File: config.mk
export PLATFORM = sky130hd
export DESIGN_NAME = cobs_frame_decoder_unit
export DESIGN_NICKNAME = d
export VERILOG_FILES = /design/src/cobsdec_pkg.sv /design/src/cobs_frame_decoder_unit.sv /design/src/cobsdec_front.sv /design/src/cobsdec_queue.sv /design/src/cobsdec_back.sv
export SDC_FILE = /design/constraint.sdc
export NUM_CORES = 1
export LEC_CHECK = 0
export BUFFER_PORTS_ARGS = -buffer_cell sky130_fd_sc_hd__buf_2
export CAP_MARGIN = 40
export CORE_MARGIN = 5
export CORE_UTILIZATION = 40
export DETAILED_ROUTE_END_ITERATION = 8
export MAX_ROUTING_LAYER = met4
export SLEW_MARGIN = 30
export SYNTH_ARGS = -nofsm -noshare
export SYNTH_HDL_FRONTEND = slang
export SYNTH_SLANG_ARGS = --single-unit
File: constraint.sdc
create_clock -name clk -period 4.2 [get_ports clk]
set_input_delay 0.42 -clock clk [delete_from_list [all_inputs] [get_ports clk]]
set_output_delay 0.42 -clock clk [all_outputs]
set_load 0.02 [all_outputs]
File: src/cobsdec_pkg.sv
// ----------------------------------------------------------------------------
// COBS decoder package
// Shared constants and the request record passed from front to back.
// ----------------------------------------------------------------------------
`timescale 1ns / 1ps

package cobsdec_pkg;

  localparam int LENGTH_BITS_DEF = 16;
  localparam int QUEUE_DEPTH_DEF = 4;

  localparam int BYTE_W   = 8;
  localparam int STATUS_W = 2;
  localparam int OUT_LEN_W = 16;
  localparam int CAP_W    = 16;

  localparam logic [BYTE_W-1:0] FULL_CODE = 8'hFF;
  localparam logic [CAP_W-1:0]  CAP_RESET = 16'hFFFF;

  localparam logic KIND_DATA   = 1'b0;
  localparam logic KIND_STATUS = 1'b1;

  localparam logic [STATUS_W-1:0] ST_OK        = 2'd0;
  localparam logic [STATUS_W-1:0] ST_INVALID   = 2'd1;
  localparam logic [STATUS_W-1:0] ST_TOO_SMALL = 2'd2;

  // One request: an optional data byte followed by an optional status.
  typedef struct packed {
    logic                 has_data;
    logic [BYTE_W-1:0]    data;
    logic                 has_status;
    logic [STATUS_W-1:0]  status;
    logic [OUT_LEN_W-1:0] length;
  } cmd_t;

endpackage

File: src/cobs_frame_decoder_unit.sv
// Results: a byte's request is written into the request queue when the byte
//   is accepted, and the out_ ports show the request at the queue head.
// Throughput: one encoded byte per cycle while in_full is low; the back end
//   hands out one result per cycle while out_pop is high, so a byte with two
//   results costs two pops, absorbed by the QUEUE_DEPTH-entry request queue.
//   Synchronous reset (rst_n low) clears frame state and queue, capacity 65535.
// ----------------------------------------------------------------------------
// COBS frame decoder
// Streaming COBS decoder: one encoded byte in, decoded bytes and a per-frame
// status with the decoded length out.
// ----------------------------------------------------------------------------
`timescale 1ns / 1ps

module cobs_frame_decoder_unit
  import cobsdec_pkg::*;
#(
  parameter int LENGTH_BITS = LENGTH_BITS_DEF,
  parameter int QUEUE_DEPTH = QUEUE_DEPTH_DEF
) (
  input  logic                 clk,
  input  logic                 rst_n,
  // encoded byte input
  input  logic                 in_push,
  output logic                 in_full,
  input  logic [BYTE_W-1:0]    in_byte,
  input  logic                 in_last,
  // decoded result output
  output logic                 out_empty,
  input  logic                 out_pop,
  output logic                 out_kind,
  output logic [BYTE_W-1:0]    out_byte,
  output logic [STATUS_W-1:0]  out_status,
  output logic [OUT_LEN_W-1:0] out_length,
  output logic                 out_run_last,
  // capacity register write
  input  logic                 cfg_valid,
  output logic                 cfg_ready,
  input  logic [CAP_W-1:0]     cfg_data
);

  logic [CAP_W-1:0] capacity_r;
  logic             fire;
  logic             q_push, q_pop, q_full, q_empty;
  cmd_t             q_wr, q_rd;

  // Capacity register: always ready; the user must make writes land only while the block is idle (not enforced).
  assign cfg_ready = 1'b1;

  always_ff @(posedge clk) begin
    if (!rst_n) begin
      capacity_r <= CAP_RESET;
    end else if (cfg_valid && cfg_ready) begin
      capacity_r <= cfg_data;
    end
  end

  // Hold off input whenever the request queue has no room, even for bytes
  // that will not produce a request.
  assign in_full = q_full;
  assign fire    = in_push && !in_full;

  // Front: classify each byte (code or data), update the group state and
  // the length count, and build the request for its results.
  cobsdec_front #(
    .LENGTH_BITS(LENGTH_BITS)
  ) u_front (
    .clk     (clk),
    .rst_n   (rst_n),
    .fire    (fire),
    .in_byte (in_byte),
    .in_last (in_last),
    .capacity(capacity_r),
    .push    (q_push),
    .cmd     (q_wr)
  );

  // Queue: decouple the front from a stalled result consumer.
  cobsdec_queue #(
    .DEPTH(QUEUE_DEPTH)
  ) u_queue (
    .clk   (clk),
    .rst_n (rst_n),
    .push  (q_push),
    .wr_cmd(q_wr),
    .full  (q_full),
    .pop   (q_pop),
    .rd_cmd(q_rd),
    .empty (q_empty)
  );

  // Back: drain each request as a data result, a status result, or both,
  // marking the last result of each request.
  cobsdec_back u_back (
    .clk         (clk),
    .rst_n       (rst_n),
    .head        (q_rd),
    .head_empty  (q_empty),
    .head_pop    (q_pop),
    .out_empty   (out_empty),
    .out_pop     (out_pop),
    .out_kind    (out_kind),
    .out_byte    (out_byte),
    .out_status  (out_status),
    .out_length  (out_length),
    .out_run_last(out_run_last)
  );

endmodule

File: src/cobsdec_front.sv
// ----------------------------------------------------------------------------
// COBS decoder front end
// Tracks group state per encoded byte and issues requests to the queue.
// ----------------------------------------------------------------------------
`timescale 1ns / 1ps

module cobsdec_front
  import cobsdec_pkg::*;
#(
  parameter int LENGTH_BITS = LENGTH_BITS_DEF
) (
  input  logic              clk,
  input  logic              rst_n,
  input  logic              fire,
  input  logic [BYTE_W-1:0] in_byte,
  input  logic              in_last,
  input  logic [CAP_W-1:0]  capacity,
  output logic              push,
  output cmd_t              cmd
);

  localparam int CMP_W = (LENGTH_BITS > CAP_W) ? LENGTH_BITS : CAP_W;
  localparam logic [LENGTH_BITS-1:0] CNT_MAX = {LENGTH_BITS{1'b1}};

  logic                   expect_code_r, expect_code_nxt;
  logic [BYTE_W-1:0]      grp_rem_r, grp_rem_nxt;
  logic                   prev_full_r, prev_full_nxt;
  logic                   first_grp_r, first_grp_nxt;
  logic                   invalid_r, invalid_nxt;
  logic [LENGTH_BITS-1:0] count_r, count_nxt;

  logic [LENGTH_BITS-1:0] cnt_inc;
  logic                   do_count;
  logic                   emit_ok;
  logic [CMP_W-1:0]       cap_x;
  logic [BYTE_W-1:0]      grp_dec;

  assign cap_x   = CMP_W'(capacity);
  assign cnt_inc = (count_r == CNT_MAX) ? count_r : count_r + 1'b1;
  assign emit_ok = !invalid_r && (CMP_W'(cnt_inc) <= cap_x);
  assign grp_dec = (grp_rem_r != '0) ? grp_rem_r - 1'b1 : grp_rem_r;

  always_comb begin
    expect_code_nxt = expect_code_r;
    grp_rem_nxt     = grp_rem_r;
    prev_full_nxt   = prev_full_r;
    first_grp_nxt   = first_grp_r;
    invalid_nxt     = invalid_r;
    do_count        = 1'b0;
    if (expect_code_r) begin
      if (in_byte == '0) begin
        invalid_nxt = 1'b1;
      end else begin
        // a zero goes between groups unless the previous group was full (none before the first)
        do_count        = !first_grp_r && !prev_full_r;
        first_grp_nxt   = 1'b0;
        prev_full_nxt   = (in_byte == FULL_CODE);
        grp_rem_nxt     = in_byte - 1'b1;
        expect_code_nxt = (in_byte == 8'd1);
      end
    end else begin
      do_count        = 1'b1;
      grp_rem_nxt     = grp_dec;
      expect_code_nxt = (grp_dec == '0);
    end
    count_nxt = do_count ? cnt_inc : count_r;
  end

  always_comb begin
    cmd.has_data   = do_count && emit_ok;
    cmd.data       = expect_code_r ? '0 : in_byte;
    cmd.has_status = in_last;
    cmd.length     = OUT_LEN_W'(count_nxt);
    priority if (invalid_nxt || !expect_code_nxt) begin
      cmd.status = ST_INVALID;
    end else if (CMP_W'(count_nxt) > cap_x) begin
      cmd.status = ST_TOO_SMALL;
    end else begin
      cmd.status = ST_OK;
    end
  end

  assign push = fire && (cmd.has_data || in_last);

  always_ff @(posedge clk) begin
    if (!rst_n || (fire && in_last)) begin
      expect_code_r <= 1'b1;
      grp_rem_r     <= '0;
      prev_full_r   <= 1'b0;
      first_grp_r   <= 1'b1;
      invalid_r     <= 1'b0;
      count_r       <= '0;
    end else if (fire) begin
      expect_code_r <= expect_code_nxt;
      grp_rem_r     <= grp_rem_nxt;
      prev_full_r   <= prev_full_nxt;
      first_grp_r   <= first_grp_nxt;
      invalid_r     <= invalid_nxt;
      count_r       <= count_nxt;
    end
  end

endmodule

File: src/cobsdec_queue.sv
// ----------------------------------------------------------------------------
// COBS decoder request queue
// Small register FIFO between front end and back end.
// ----------------------------------------------------------------------------
`timescale 1ns / 1ps

module cobsdec_queue
  import cobsdec_pkg::*;
#(
  parameter int DEPTH = QUEUE_DEPTH_DEF
) (
  input  logic clk,
  input  logic rst_n,
  input  logic push,
  input  cmd_t wr_cmd,
  output logic full,
  input  logic pop,
  output cmd_t rd_cmd,
  output logic empty
);

  localparam int PTR_W = (DEPTH > 1) ? $clog2(DEPTH) : 1;
  localparam int CNT_W = $clog2(DEPTH + 1);
  localparam logic [PTR_W-1:0] PTR_LAST = PTR_W'(DEPTH - 1);

  cmd_t             mem_r [DEPTH];
  logic [PTR_W-1:0] wr_ptr_r, rd_ptr_r;
  logic [CNT_W-1:0] count_r;
  logic             do_push, do_pop;

  assign full    = (count_r == CNT_W'(DEPTH));
  assign empty   = (count_r == '0);
  assign do_push = push && !full;
  assign do_pop  = pop && !empty;
  assign rd_cmd  = mem_r[rd_ptr_r];

  always_ff @(posedge clk) begin
    if (do_push) begin
      mem_r[wr_ptr_r] <= wr_cmd;
    end
  end

  always_ff @(posedge clk) begin
    if (!rst_n) begin
      wr_ptr_r <= '0;
      rd_ptr_r <= '0;
      count_r  <= '0;
    end else begin
      if (do_push) begin
        wr_ptr_r <= (wr_ptr_r == PTR_LAST) ? '0 : wr_ptr_r + 1'b1;
      end
      if (do_pop) begin
        rd_ptr_r <= (rd_ptr_r == PTR_LAST) ? '0 : rd_ptr_r + 1'b1;
      end
      unique case ({do_push, do_pop})
        2'b10:   count_r <= count_r + 1'b1;
        2'b01:   count_r <= count_r - 1'b1;
        default: count_r <= count_r;
      endcase
    end
  end

endmodule

File: src/cobsdec_back.sv
// ----------------------------------------------------------------------------
// COBS decoder back end
// Expands each request into its data and status results.
// ----------------------------------------------------------------------------
`timescale 1ns / 1ps

module cobsdec_back
  import cobsdec_pkg::*;
(
  input  logic                 clk,
  input  logic                 rst_n,
  input  cmd_t                 head,
  input  logic                 head_empty,
  output logic                 head_pop,
  output logic                 out_empty,
  input  logic                 out_pop,
  output logic                 out_kind,
  output logic [BYTE_W-1:0]    out_byte,
  output logic [STATUS_W-1:0]  out_status,
  output logic [OUT_LEN_W-1:0] out_length,
  output logic                 out_run_last
);

  logic data_done_r;
  logic show_data;
  logic take;

  // data goes first; once it is taken the same request shows its status
  assign show_data = head.has_data && !data_done_r;
  assign take      = out_pop && !head_empty;
  assign out_empty = head_empty;
  assign head_pop  = take && !(show_data && head.has_status);

  assign out_kind     = show_data ? KIND_DATA : KIND_STATUS;
  assign out_byte     = show_data ? head.data : '0;
  assign out_status   = show_data ? ST_OK : head.status;
  assign out_length   = show_data ? '0 : head.length;
  assign out_run_last = show_data ? !head.has_status : 1'b1;

  always_ff @(posedge clk) begin
    if (!rst_n) begin
      data_done_r <= 1'b0;
    end else if (take) begin
      data_done_r <= !head_pop;
    end
  end

endmodule

==> results of run 1 <==
## worst max-delay path, delay by kind of cell (launching register included)
| family | cells | cell delay, ns |
|---|---|---|
| AO/OA/AOI/OAI | 4 | 0.66 |
| XOR/XNOR | 2 | 0.33 |
| buffers and inverters | 2 | 0.16 |
| flip-flops | 1 | 0.44 |
| adder cells (fa/ha/maj) | 3 | 0.89 |
| AND/OR/NAND/NOR | 7 | 1.47 |
## what timing repair did
action | in CTS | in global routing
hold endpoints to repair | 0 | 0
resized for setup | 2 | 23
pin swaps | 0 | 6
gates cloned | 0 | 0
endpoints found under the setup margin | 1 | 2
setup buffers | 0 | 4
## sequential cells by signal, summed over array words and instances (netlist names), named ones only
signal,flops
u_front.expect_code_r,1
u_queue.count_r,3
u_front.invalid_r,1
capacity_r,16
u_queue.wr_ptr_r,2
u_front.count_r,16
u_queue.mem_r,112
u_back.data_done_r,1
u_front.prev_full_r,1
u_front.grp_rem_r,8
u_front.first_grp_r,1
u_queue.rd_ptr_r,2
## power groups by stage
| stage | Combinational [W] | Clock, W | Sequential, W |
|---|---|---|---|
| after floorplan | 0.000971 | 0 | 0.00200 |
| after global placement | 0.00134 | 0 | 0.00201 |
| after CTS | 0.00138 | 0.00153 | 0.00199 |
| final | 0.00136 | 0.00149 | 0.00198 |
| after global routing | 0.00150 | 0.00160 | 0.00200 |
| after detailed placement | 0.00137 | 0 | 0.00202 |
## per-layer routing
metal / vias up / GRT usage [%] / routed length (µm)
met4: 0 / 7.317 / 607
met5: - / - / 0
met2: 152 / 27.43 / 9487
li1: 2746 / - / -
met3: 43 / 3.241 / 797
met1: 2743 / 20.73 / 8276
## how the worst max path moves through the flow
stage | to | slack, ns | depth (start not counted)
final | u_queue.count_r[2] | 0.17 | 18
after global routing | u_queue.count_r[2] | -0.04 | 19
after CTS | u_queue.count_r[2] | 0.02 | 18
after detailed placement | u_queue.count_r[2] | -0.03 | 18
after global placement | u_queue.count_r[2] | 0.09 | 17
after floorplan | u_queue.count_r[2] | 0.18 | 18
## through the flow
step                instance area [µm²]  setup WS (ns)  std cells  setup TNS [ns]  total power [W]
floorplan                          8363         0.1812        701               0         0.002966
global placement                   9184        0.09073       1033               0         0.003347
detailed placement                 9188       -0.02526       1033        -0.02526         0.003392
CTS                                9767        0.01709       1065               0         0.004889
global route                       9884       -0.03747       1069        -0.03747         0.005095
finish                             9884         0.1687       1069               0         0.004837
## layout by cell type (no fill, tap or decap), types with 18 or more instances in the layout
cell type / instances
a21oi_1: 29
buf_2: 59
buf_4: 41
dfxtp_1: 49
edfxtp_1: 112
ha_1: 41
inv_1: 28
mux4_2: 28
nand2_1: 61
nor2_1: 53
nor2b_1: 30
o211ai_1: 18
xnor2_1: 20
## Yosys cell counts (16+ instances only)
master    instances  area share, %
edfxtp_1        112             40
nand2_1          62            2.8
nor2_1           55            2.5
dfxtp_1          54             13
ha_1             44            6.6
a21oi_1          30            1.8
nor2b_1          30            2.2
inv_1            28            1.3
mux4_2           28            7.5
clkbuf_1         21           0.94
xnor2_1          20            2.1
o211ai_1         18            1.6
o21ai_0          17            1.0
xor2_1           17            1.8
nand3_1          16           0.96
## final cells by class
class / instances / area share (%)
Timing Repair Buffer: 104 / 6.911
Multi-Input combinational cell: 468 / 37.73
Inverter: 29 / 1.101
Tap cell: 270 / 3.418
Sequential cell: 166 / 45.05
Clock buffer: 17 / 4.304
Clock inverter: 15 / 1.481
## cell families after synthesis
family | after synthesis
AND/OR/NAND/NOR | 240
flip-flops | 166
AO/OA/AOI/OAI | 106
buffers and inverters | 67
adder cells (fa/ha/maj) | 45
multiplexers | 39
XOR/XNOR | 37
other | 1
==> summary.txt, run 1 <==
Route
  – Vias: roughly 5700
  – Final WL: ~19000 µm
  – Wire per inst: 17.93 µm
  – Initial drt markers: 381
  – DRC: 0
  – Routed vias/inst: 5.317
  – DRT Pass-1 Iters: 4
  – ANT nets after route: 0

Power
  – Sw Pwr: 0.001526 W
  – Comb pwr share: 28.2%
  – Worst vdd ir: 0.0002147 V
  – Part of the power in the clock network: 30.8%
  – Pwr/cell area: 489.4 nW/µm²
  – Sw Ratio: 31.55%
  – Cell Int Power: 0.003311 W
  – Sequential Power Share: approximately two fifths
  – Leak pwr: 3.813 nW

Timing
  – Layout Skew: 0.006620 ns
  – Hold_ws: 0.2104 ns
  – Final slew viol count: 0
  – Tmin final: 4.031 ns
  – Period utilization: between 90 and 100%
  – Transition time of the tightest slew-check pin: 0.6647 ns
  – Final hold viol count: 0
  – Peak Freq: 248.1 MHz
  – # setup viols final: 0
  – Relative slew slack: ~56%

Clocking
  – Worst-Skew Late Latency: 0.42 ns
  – H-tree Lvls: 4
  – CTS tree: built
  – Clk slew on worst S/H paths: 0.07 ns
  – CTS root buffer: clkbuf_16
  – Clock sink total: roughly 170
  – Clk buf depth: 2
  – Num CTS Buffers: 17
  – CTS Hold Buffers Added: 0

Logic synthesis
  – Mux cell area share after synthesis: 8.947%
  – Dominant combinational cell family by area after synthesis: simple AND/OR/NAND/NOR gates
  – Share of flip-flops with an asynchronous set or reset: 0%
  – Synth Area per Inst: 11.93 µm²
  – Post-Synth Adder-Cell Area: under 10%
  – Post-Synth Simple-Gate Area: approximately 15%
  – Post-synth net total: 776
  – Gate Count Post-Synth: 701
  – Synth Area in Compound Gates: slightly below 9%
  – Ys flop type: edfxtp_1
  – Number of synthesized flops with an enable pin: 112
  – Library cells used by synthesis: 68
  – FF+latch count, synth: between 150 and 200
  – Xor and xnor area share after synthesis: 3.875%
  – Warnings, synthesis: 0
  – Post-synthesis sequential area ratio: ~53%
  – Area of the mapped netlist: 8363 µm²

Min path
  – Worst min-delay path category: in -> reg
  – Hold worst-path end: capacity_r[0]
  – Hold Path Stages: 3
  – HP Start: cfg_data[0]

Layout
  – Net count reported at finish: around 860
  – Final Core Density: 48.38%
  – Reg area: 4453 µm²
  – Antenna diode count: 0
  – Area of the multi-input gates: 3730 µm²
  – Fill count: 1848
  – Share of layout cells above drive strength 1: 26.03%
  – Layout area overhead: 18.19%

Setup path
  – Worst endpoint data arrival time: 4.38 ns
  – FF-to-FF Start: u_front.count_r[14]
  – Worst reg2reg setup slack: 0.17 ns
  – Crit Path Class: reg -> reg
  – CP max stage delay: 0.44 ns
  – Most used cell, CP: xor2_1
  – CP max stage cell: dfxtp_1
  – CP endpoint kind: register
  – R2R cell count: 18
  – Crit. Startpoint: u_front.count_r[14]
  – Reg2reg end: u_queue.count_r[2]
  – Crit path cell chain: nand3_1 > nand2b_2 > o21ai_4 > nor2_1 > xor2_1 > ha_1 > nand4_1 > nor4_4 > a21boi_1 > or3b_4 > o32ai_4 > inv_2 > ha_2 > inv_1 > fa_1 > xor2_1 > or3_1 > a21boi_0
  – Critical Path Start Type: register
  – Worst Path Required: ~4.6 ns
  – Critical-path maximum fanout: 6

Die
  – Core area: 20430 µm²
  – Die Wd: 154.6 µm
  – FP Rows: 52
  – Starting density of the core: 40.94%
  – I/O pins: 61
  – Area of the die: around 24000 µm²
  – Chip Height: 154.6 µm

Global routing
  – Largest net degree at the start of global routing: 32
  – Overflow after GRT: 0
  – Global Route Usage Sum: 16.91%
  – Vias in the first global route: ~5900
  – First-pass GRT wire length: 30780 µm
  – Antenna violations before repair: 0

Placement
  – Gpl congestion: between 0.8 and 0.9
  – Port Buf Inserts: 59
  – DP Wirelength: 13400 µm

Status
  – Status: finished, final reports clean

Job
  – Maxcap violations: 0
Note: power is estimated with default switching activity, not from simulation.
==> inputs of run 2 (changes only) <==
--- a/config.mk
+++ b/config.mk
@@ -11,6 +11,7 @@
 export CORE_UTILIZATION = 40
 export DETAILED_ROUTE_END_ITERATION = 8
 export MAX_ROUTING_LAYER = met4
+export PLACE_DENSITY = 0.55
 export SLEW_MARGIN = 30
 export SYNTH_ARGS = -nofsm -noshare
 export SYNTH_HDL_FRONTEND = slang
==> run 2 against run 1 <==
  * Utilization grew 0.13 points
  * Cell count grew 0.37%
  * Hold slack gained 0.00089 ns
  * Flip-flop and latch count is the same
  * Non-clock buffer count grew 4
  * Register-to-register slack gained 0.02 ns
  * Die area is the same
  * Clock-buffer cell count grew 1
  * Combinational power is essentially flat
  * Maximum frequency grew 0.58%
  * Sequential share of layout area shrank 0.16 points
==> summary.txt, run 2 (synthesized netlist as in run 1, its figures left out) <==
Timing
  – Relative slew slack: 59.64%
  – Fin worst setup slack: 0.1918 ns
  – # setup viols final: 0
  – Final slew viol count: 0
  – Layout Skew: 0.008376 ns
  – Setup TNS: 0 ns
  – Tmin final: 4.008 ns
  – Final hold viol count: 0
  – Period utilization: 95.43%
  – Transition time of the tightest slew-check pin: 0.6043 ns
  – Peak Freq: 249.5 MHz

Setup path
  – Crit Path Class: reg -> reg
  – CP endpoint kind: register
  – CP delay by family, top: simple AND/OR/NAND/NOR gates
  – Cell count along the critical path: 19
  – Reg2reg end: u_queue.count_r[2]
  – CP max stage delay: approximately 0.45 ns
  – Buffers & Inverters on Critical Path: 3
  – Worst reg2reg setup slack: 0.19 ns
  – Crit. Startpoint: u_front.count_r[12]
  – R2R cell count: 19
  – Critical Path Start Type: register
  – Worst Path Required: 4.54 ns
  – Setup crit end: u_queue.count_r[2]
  – CP max stage cell: dfxtp_1
  – Crit path cell chain: and3_1 > nand2b_4 > o21ai_2 > buf_4 > nor2_1 > xor2_1 > ha_1 > nand4_1 > nor4_2 > a21boi_0 > or3b_1 > o32ai_2 > inv_2 > ha_1 > inv_1 > fa_1 > xor2_1 > or3_1 > a21boi_0
  – Worst endpoint data arrival time: roughly 4.4 ns
  – Critical-path maximum fanout: 6
  – FF-to-FF Start: u_front.count_r[12]

Power
  – Cell Int Power: between 0.003 and 0.004 W
  – Part of the power in the clock network: 32.9%
  – Worst vdd ir: 0.0002621 V
  – Comb pwr share: a little over a quarter
  – Pwr/cell area: 502.1 nW/µm²
  – Sw Pwr: 0.001536 W
  – Sw Ratio: 30.87%
  – Sequential Power Share: 39.9%
  – Leak pwr: 3.862 nW

Placement
  – Gpl congestion: around 0.86
  – Port Buf Inserts: 59
  – Setup WS pre-CTS: around 0.012 ns
  – DP Wirelength: between 10000 and 15000 µm

Layout
  – Most common cell after layout, fill and taps aside: edfxtp_1
  – Antenna diode count: 0
  – Most frequent cells in the layout: edfxtp_1 (112), nand2_1 (61), buf_2 (59), nor2_1 (52), dfxtp_1 (50)
  – Flip-flop count of the largest register after layout: 112
  – Net count reported at finish: about 870
  – Top Registers: u_queue.mem_r: 112 flops, capacity_r: 16 flops, u_front.count_r: 16 flops
  – Share of layout cells above drive strength 1: 25.65%
  – Layout area overhead: 18.52%
  – Reg with most FFs: u_queue.mem_r
  – Fill count: 1873

Global routing
  – Antenna violations before repair: 0
  – Most Crowded Layer GR: met2
  – First-pass GRT wire length: 30900 µm
  – Global Route Usage Sum: between 10% and 20%
  – Vias in the first global route: about 5900
  – Largest net degree at the start of global routing: 32
  – Met3 Resource Use GR: 2.990%
  – GRT met2 Usage: 27.70%
  – Met1 GRT Util: a little over a fifth
  – Overflow after GRT: 0

Die
  – I/O pins: between 60 and 70
  – Starting density of the core: 40.94%
  – FP Rows: 52
  – Die Wd: 154.6 µm
  – Chip Height: ~150 µm
  – Area of the die: between 20000 and 25000 µm²
  – Core area: approximately 20000 µm²

Route
  – Final WL: 19320 µm
  – Initial drt markers: between 200 and 300
  – DRC: 0
  – Wire per inst: approximately 18 µm
  – ANT nets after route: 0
  – Vias: 5647
  – Routed vias/inst: 5.263
  – DRT Pass-1 Iters: 4

Clocking
  – Clk buf depth: 2
  – Worst-Skew Late Latency: between 0.4 and 0.5 ns
  – Clock sink total: around 170
  – H-tree Lvls: 4
  – CTS Hold Buffers Added: 0
  – CTS root buffer: clkbuf_16
  – CTS tree: built
  – Num CTS Buffers: 17
  – Clk slew on worst S/H paths: 0.07 ns

Min path
  – Worst min-delay path category: in -> reg

Status
  – Status: finished, final reports clean

Job
  – Maxcap violations: 0
[run 2: area by class of cell]
type | instances | area [µm²] | area share, %
clock buffer | 18 | 429.2 | 4.330
clock inverter | 14 | 188.9 | 1.906
inverter | 29 | 108.9 | 1.098
multi-input combinational | 468 | 3685 | 37.17
sequential | 166 | 4449 | 44.89
tap | 270 | 337.8 | 3.408
timing repair buffer | 108 | 713.2 | 7.195
[run 2: worst min-delay path, stage by stage]
cell and delay, ns:
buf_2 0.08, mux2i_1 0.06, nand2_1 0.06
[run 2: worst min path at each step]
stage | cells after the start | from | to
6_report | 3 | cfg_data[0] | capacity_r[0]
5_1_grt | 3 | cfg_data[0] | capacity_r[0]
4_1_cts | 3 | cfg_data[14] | capacity_r[14]
3_5_place_dp | 1 | u_front.first_grp_r | u_front.first_grp_r
3_3_place_gp | 1 | u_front.first_grp_r | u_front.first_grp_r
2_1_floorplan | 1 | u_front.first_grp_r | u_front.first_grp_r
[run 2: power by group through the flow]
stage               Clock [W]  Sequential [W]  Combinational, W
floorplan                   0         0.00200          0.000971
global placement            0         0.00201           0.00137
detailed placement          0         0.00202           0.00138
CTS                   0.00167         0.00199           0.00138
global route          0.00175         0.00200           0.00149
finish                0.00164         0.00199           0.00135
[run 2: stage by stage]
step                utilization (%)  power [W]  hold WS, ns  instance area, µm²  cells
floorplan                         -   0.002966       0.4282                8363    701
global placement              45.10   0.003385       0.4372                9214   1037
detailed placement            45.11   0.003402       0.4530                9216   1037
CTS                           48.14   0.005040       0.1962                9836   1069
global route                  48.52   0.005238       0.2068                9912   1073
finish                        48.52   0.004977       0.2113                9912   1073
[run 2: timing repair]
action,CTS,global route
endpoints found under the setup margin,1,2
gates resized for setup,1,14
pin swaps,0,4
buffers inserted,0,4
[run 2: layer usage]
metal / share of wire, % / routed length [µm]
met2: 48 / 9337
met4: 1.8 / 357
met1: 47 / 9130
met3: 2.6 / 498
met5: 0 / 0
==> inputs of run 3 (changes only) <==
--- a/config.mk
+++ b/config.mk
@@ -5,8 +5,10 @@
 export SDC_FILE = /design/constraint.sdc
 export NUM_CORES = 1
 export LEC_CHECK = 0
+export ABC_AREA = 1
 export BUFFER_PORTS_ARGS = -buffer_cell sky130_fd_sc_hd__buf_2
 export CAP_MARGIN = 40
+export CORE_ASPECT_RATIO = 0.9
 export CORE_MARGIN = 5
 export CORE_UTILIZATION = 40
 export DETAILED_ROUTE_END_ITERATION = 8
==> run 3 against run 2 <==
  * First-iteration DRC count increased by 34%
  * Register-to-register slack gained 0.24 ns
  * Utilization decreased by 1.4 points
  * Clock-buffer cell count fell by 1
  * Sequential share of layout area increased by 0.55 points
  * Critical path depth increased by 8
  * Global-route usage grew 0.19 points
  * Non-clock buffer count decreased by 25
  * Hold slack got worse by 0.011 ns
  * Setup slack better by 0.24 ns
  * Combinational power is 56% higher
  * Total power rose by 16%
  * Critical path type unchanged
  * Critical endpoint unchanged
==> summary.txt, run 3 <==
Timing
  – Period utilization: 89.68%
  – # setup viols final: 0
  – Transition time of the tightest slew-check pin: 0.6648 ns
  – Final slew viol count: 0
  – Layout Skew: 0.01814 ns
  – Final hold viol count: 0
  – Tmin final: 3.766 ns
  – Fin worst setup slack: 0.4336 ns
  – Relative slew slack: ~56%
  – Peak Freq: 265.5 MHz

Global routing
  – First-pass GRT wire length: 31490 µm
  – Antenna violations before repair: 0
  – Overflow after GRT: 0
  – Largest net degree at the start of global routing: 57
  – Vias in the first global route: 6019
  – Global Route Usage Sum: approximately 17%

Logic synthesis
  – Gate Count Post-Synth: 943
  – Share of flip-flops with an asynchronous set or reset: 0%
  – Area of the mapped netlist: 8451 µm²
  – Dominant combinational cell family by area after synthesis: simple AND/OR/NAND/NOR gates
  – Top cells by area, synth: edfxtp_1 (40%), dfxtp_1 (13%), ha_1 (6.5%), o21ai_0 (6.3%), nor2_1 (5.8%)
  – FF+latch count, synth: 166
  – Post-Synth Adder-Cell Area: ~6.8%
  – Warnings, synthesis: 0
  – Xor and xnor area share after synthesis: 1.555%
  – Count leader, synth: nor2_1
  – Mux cell area share after synthesis: 0%
  – Post-Synth Simple-Gate Area: between 15 and 20%
  – Ys flop type: edfxtp_1
  – Commonest cells in the netlist: nor2_1 (130), nand2_1 (126), inv_1 (122)
  – Area leader, netlist: edfxtp_1
  – Post-synth net total: 1018
  – Library cells used by synthesis: 45
  – Synth Area in Compound Gates: 15.00%
  – Synth top area share: 39.80%
  – Number of synthesized flops with an enable pin: 112
  – Synth Area per Inst: 8.961 µm²
  – Post-synthesis sequential area ratio: 52.59%

Clocking
  – # Post-CTS Setup Buffers: 0
  – CTS Hold Buffers Added: 0
  – Clk slew on worst S/H paths: 0.07 ns
  – Worst-Skew Late Latency: between 0.4 and 0.5 ns
  – Num CTS Buffers: 17
  – Clock sink total: between 150 and 200
  – Clk buf depth: 2
  – CTS tree: built
  – CTS root buffer: clkbuf_16
  – H-tree Lvls: 4
  – Cts repair resizes: 0

Setup path
  – CP max stage cell: dfxtp_2
  – FF-to-FF Start: u_front.count_r[0]
  – CP max stage delay: 0.38 ns
  – Critical Path Start Type: register
  – Worst endpoint data arrival time: 4.08 ns
  – Most used cell, CP: nand2_1
  – CP endpoint kind: register
  – Worst reg2reg setup slack: about 0.43 ns
  – Crit. Startpoint: u_front.count_r[0]
  – Worst Path Required: roughly 4.5 ns
  – Crit Path Class: reg -> reg
  – Critical-path maximum fanout: 5

Route
  – Final WL: 19450 µm
  – Wire per inst: 14.89 µm
  – ANT nets after route: 0
  – Routed vias/inst: 4.837
  – Initial drt markers: 375
  – DRC: 0
  – Vias: 6317
  – DRT Pass-1 Iters: 4

Power
  – Sequential Power Share: 36.3%
  – Sw Ratio: around two fifths
  – Worst vdd ir: 0.0002708 V
  – Part of the power in the clock network: 27.0%
  – Comb pwr share: 36.6%
  – Cell Int Power: around 0.0035 W
  – Pwr/cell area: 588.2 nW/µm²
  – Sw Pwr: 0.002246 W
  – Leak pwr: 4.340 nW

Job
  – Maxcap violations: 0

Placement
  – Port Buf Inserts: 59
  – Gpl congestion: 0.8447
  – DP Wirelength: 13520 µm
  – Setup WS pre-CTS: around 0.19 ns

Min path
  – Worst min-delay path category: in -> reg
  – HP Start: cfg_data[7]

Layout
  – Reg with most FFs: u_queue.mem_r
  – Reg area: between 4000 and 5000 µm²
  – Flip-flop count of the largest register after layout: 112
  – Area of the multi-input gates: approximately 3400 µm²
  – Most common cell after layout, fill and taps aside: nand2_1
  – Layout area overhead: 15.80%
  – Antenna diode count: 0
  – Share of layout cells above drive strength 1: around 16%
  – Top Registers: u_queue.mem_r: 112 flops, capacity_r: 16 flops, u_front.count_r: 16 flops
  – Final Core Density: 47.11%
  – Fill count: 2035
  – Most frequent cells in the layout: nand2_1 (126), nor2_1 (125), inv_1 (122), edfxtp_1 (112), o21ai_0 (106)
  – Net count reported at finish: around 1100

Die
  – Core area: 20770 µm²
  – Die Wd: 163.2 µm
  – Starting density of the core: between 40 and 50%
  – I/O pins: 61
  – Chip Height: 147.9 µm
  – Area of the die: 24140 µm²
  – FP Rows: 50

Status
  – Status: finished, final reports clean
run 3: cell count changes after synthesis, moves of 20 or more:
cell,previous run,this run
o21ai_0,17,106
inv_1,28,122
a21oi_1,30,71
xnor2_1,20,0
nor2b_1,30,0
nand2_1,62,126
mux4_2,28,0
nor2_1,55,130
run 3: logic make-up after synthesis:
kind of cell / count (synthesis)
AOI/OAI and AO/OA: 230
xor gates and xnor gates: 15
adders and majority gates: 45
buffers and inverters: 165
DFF: 166
other: 1
and+or+nand+nor: 321
run 3: layout make-up:
type / count / share of cell area, %
inverters: 127 / 4.897
repair buffers: 83 / 5.447
multi-input cells: 612 / 34.42
flip-flops and latches: 166 / 45.44
well taps: 286 / 3.657
clock inverters: 15 / 1.790
clock buffers: 17 / 4.347
run 3: final timing paths:
| check | to | depth (start not counted) |
|---|---|---|
| hold / removal | capacity_r[7] | 3 |
| setup / recovery | u_queue.count_r[2] | 27 |
| setup reg to reg | u_queue.count_r[2] | 27 |
| hold reg to reg | u_front.first_grp_r | 2 |
run 3: power groups by stage:
stage	clock, W	sequential (W)	combinational (W)
finish	0.00156	0.00209	0.00211
global route	0.00168	0.00211	0.00238
CTS	0.00160	0.00209	0.00215
detailed placement	0	0.00213	0.00214
global placement	0	0.00212	0.00212
floorplan	0	0.00209	0.00147
run 3: critical path, delay by kind of cell (launching register included):
kind | cells | cell delay [ns]
AO/OA/AOI/OAI | 4 | 0.45
adder cells (fa/ha/maj) | 4 | 1.00
buffers and inverters | 2 | 0.10
flip-flops | 1 | 0.38
AND/OR/NAND/NOR | 17 | 1.70
run 3: per-stage QoR:
step | hold slack, ns | instance area (µm²) | power, W | setup TNS [ns] | instances
detailed placement | 0.4342 | 9173 | 0.004270 | 0 | 1274
CTS | 0.1891 | 9773 | 0.005839 | 0 | 1306
floorplan | 0.4188 | 8451 | 0.003561 | -0.2704 | 943
global route | 0.2027 | 9786 | 0.006169 | -0.01530 | 1306
finish | 0.2000 | 9786 | 0.005756 | 0 | 1306
global placement | 0.4311 | 9158 | 0.004249 | 0 | 1273
run 3: layer usage:
metal	up-vias	wire, µm	global-route usage (%)	share of wire (%)
met2	99	9132	27.05	47
met1	2911	9210	22.92	47
met5	-	0	-	0
met4	0	152	3.899	0.78
li1	3295	-	-	-
met3	12	953	3.652	4.9
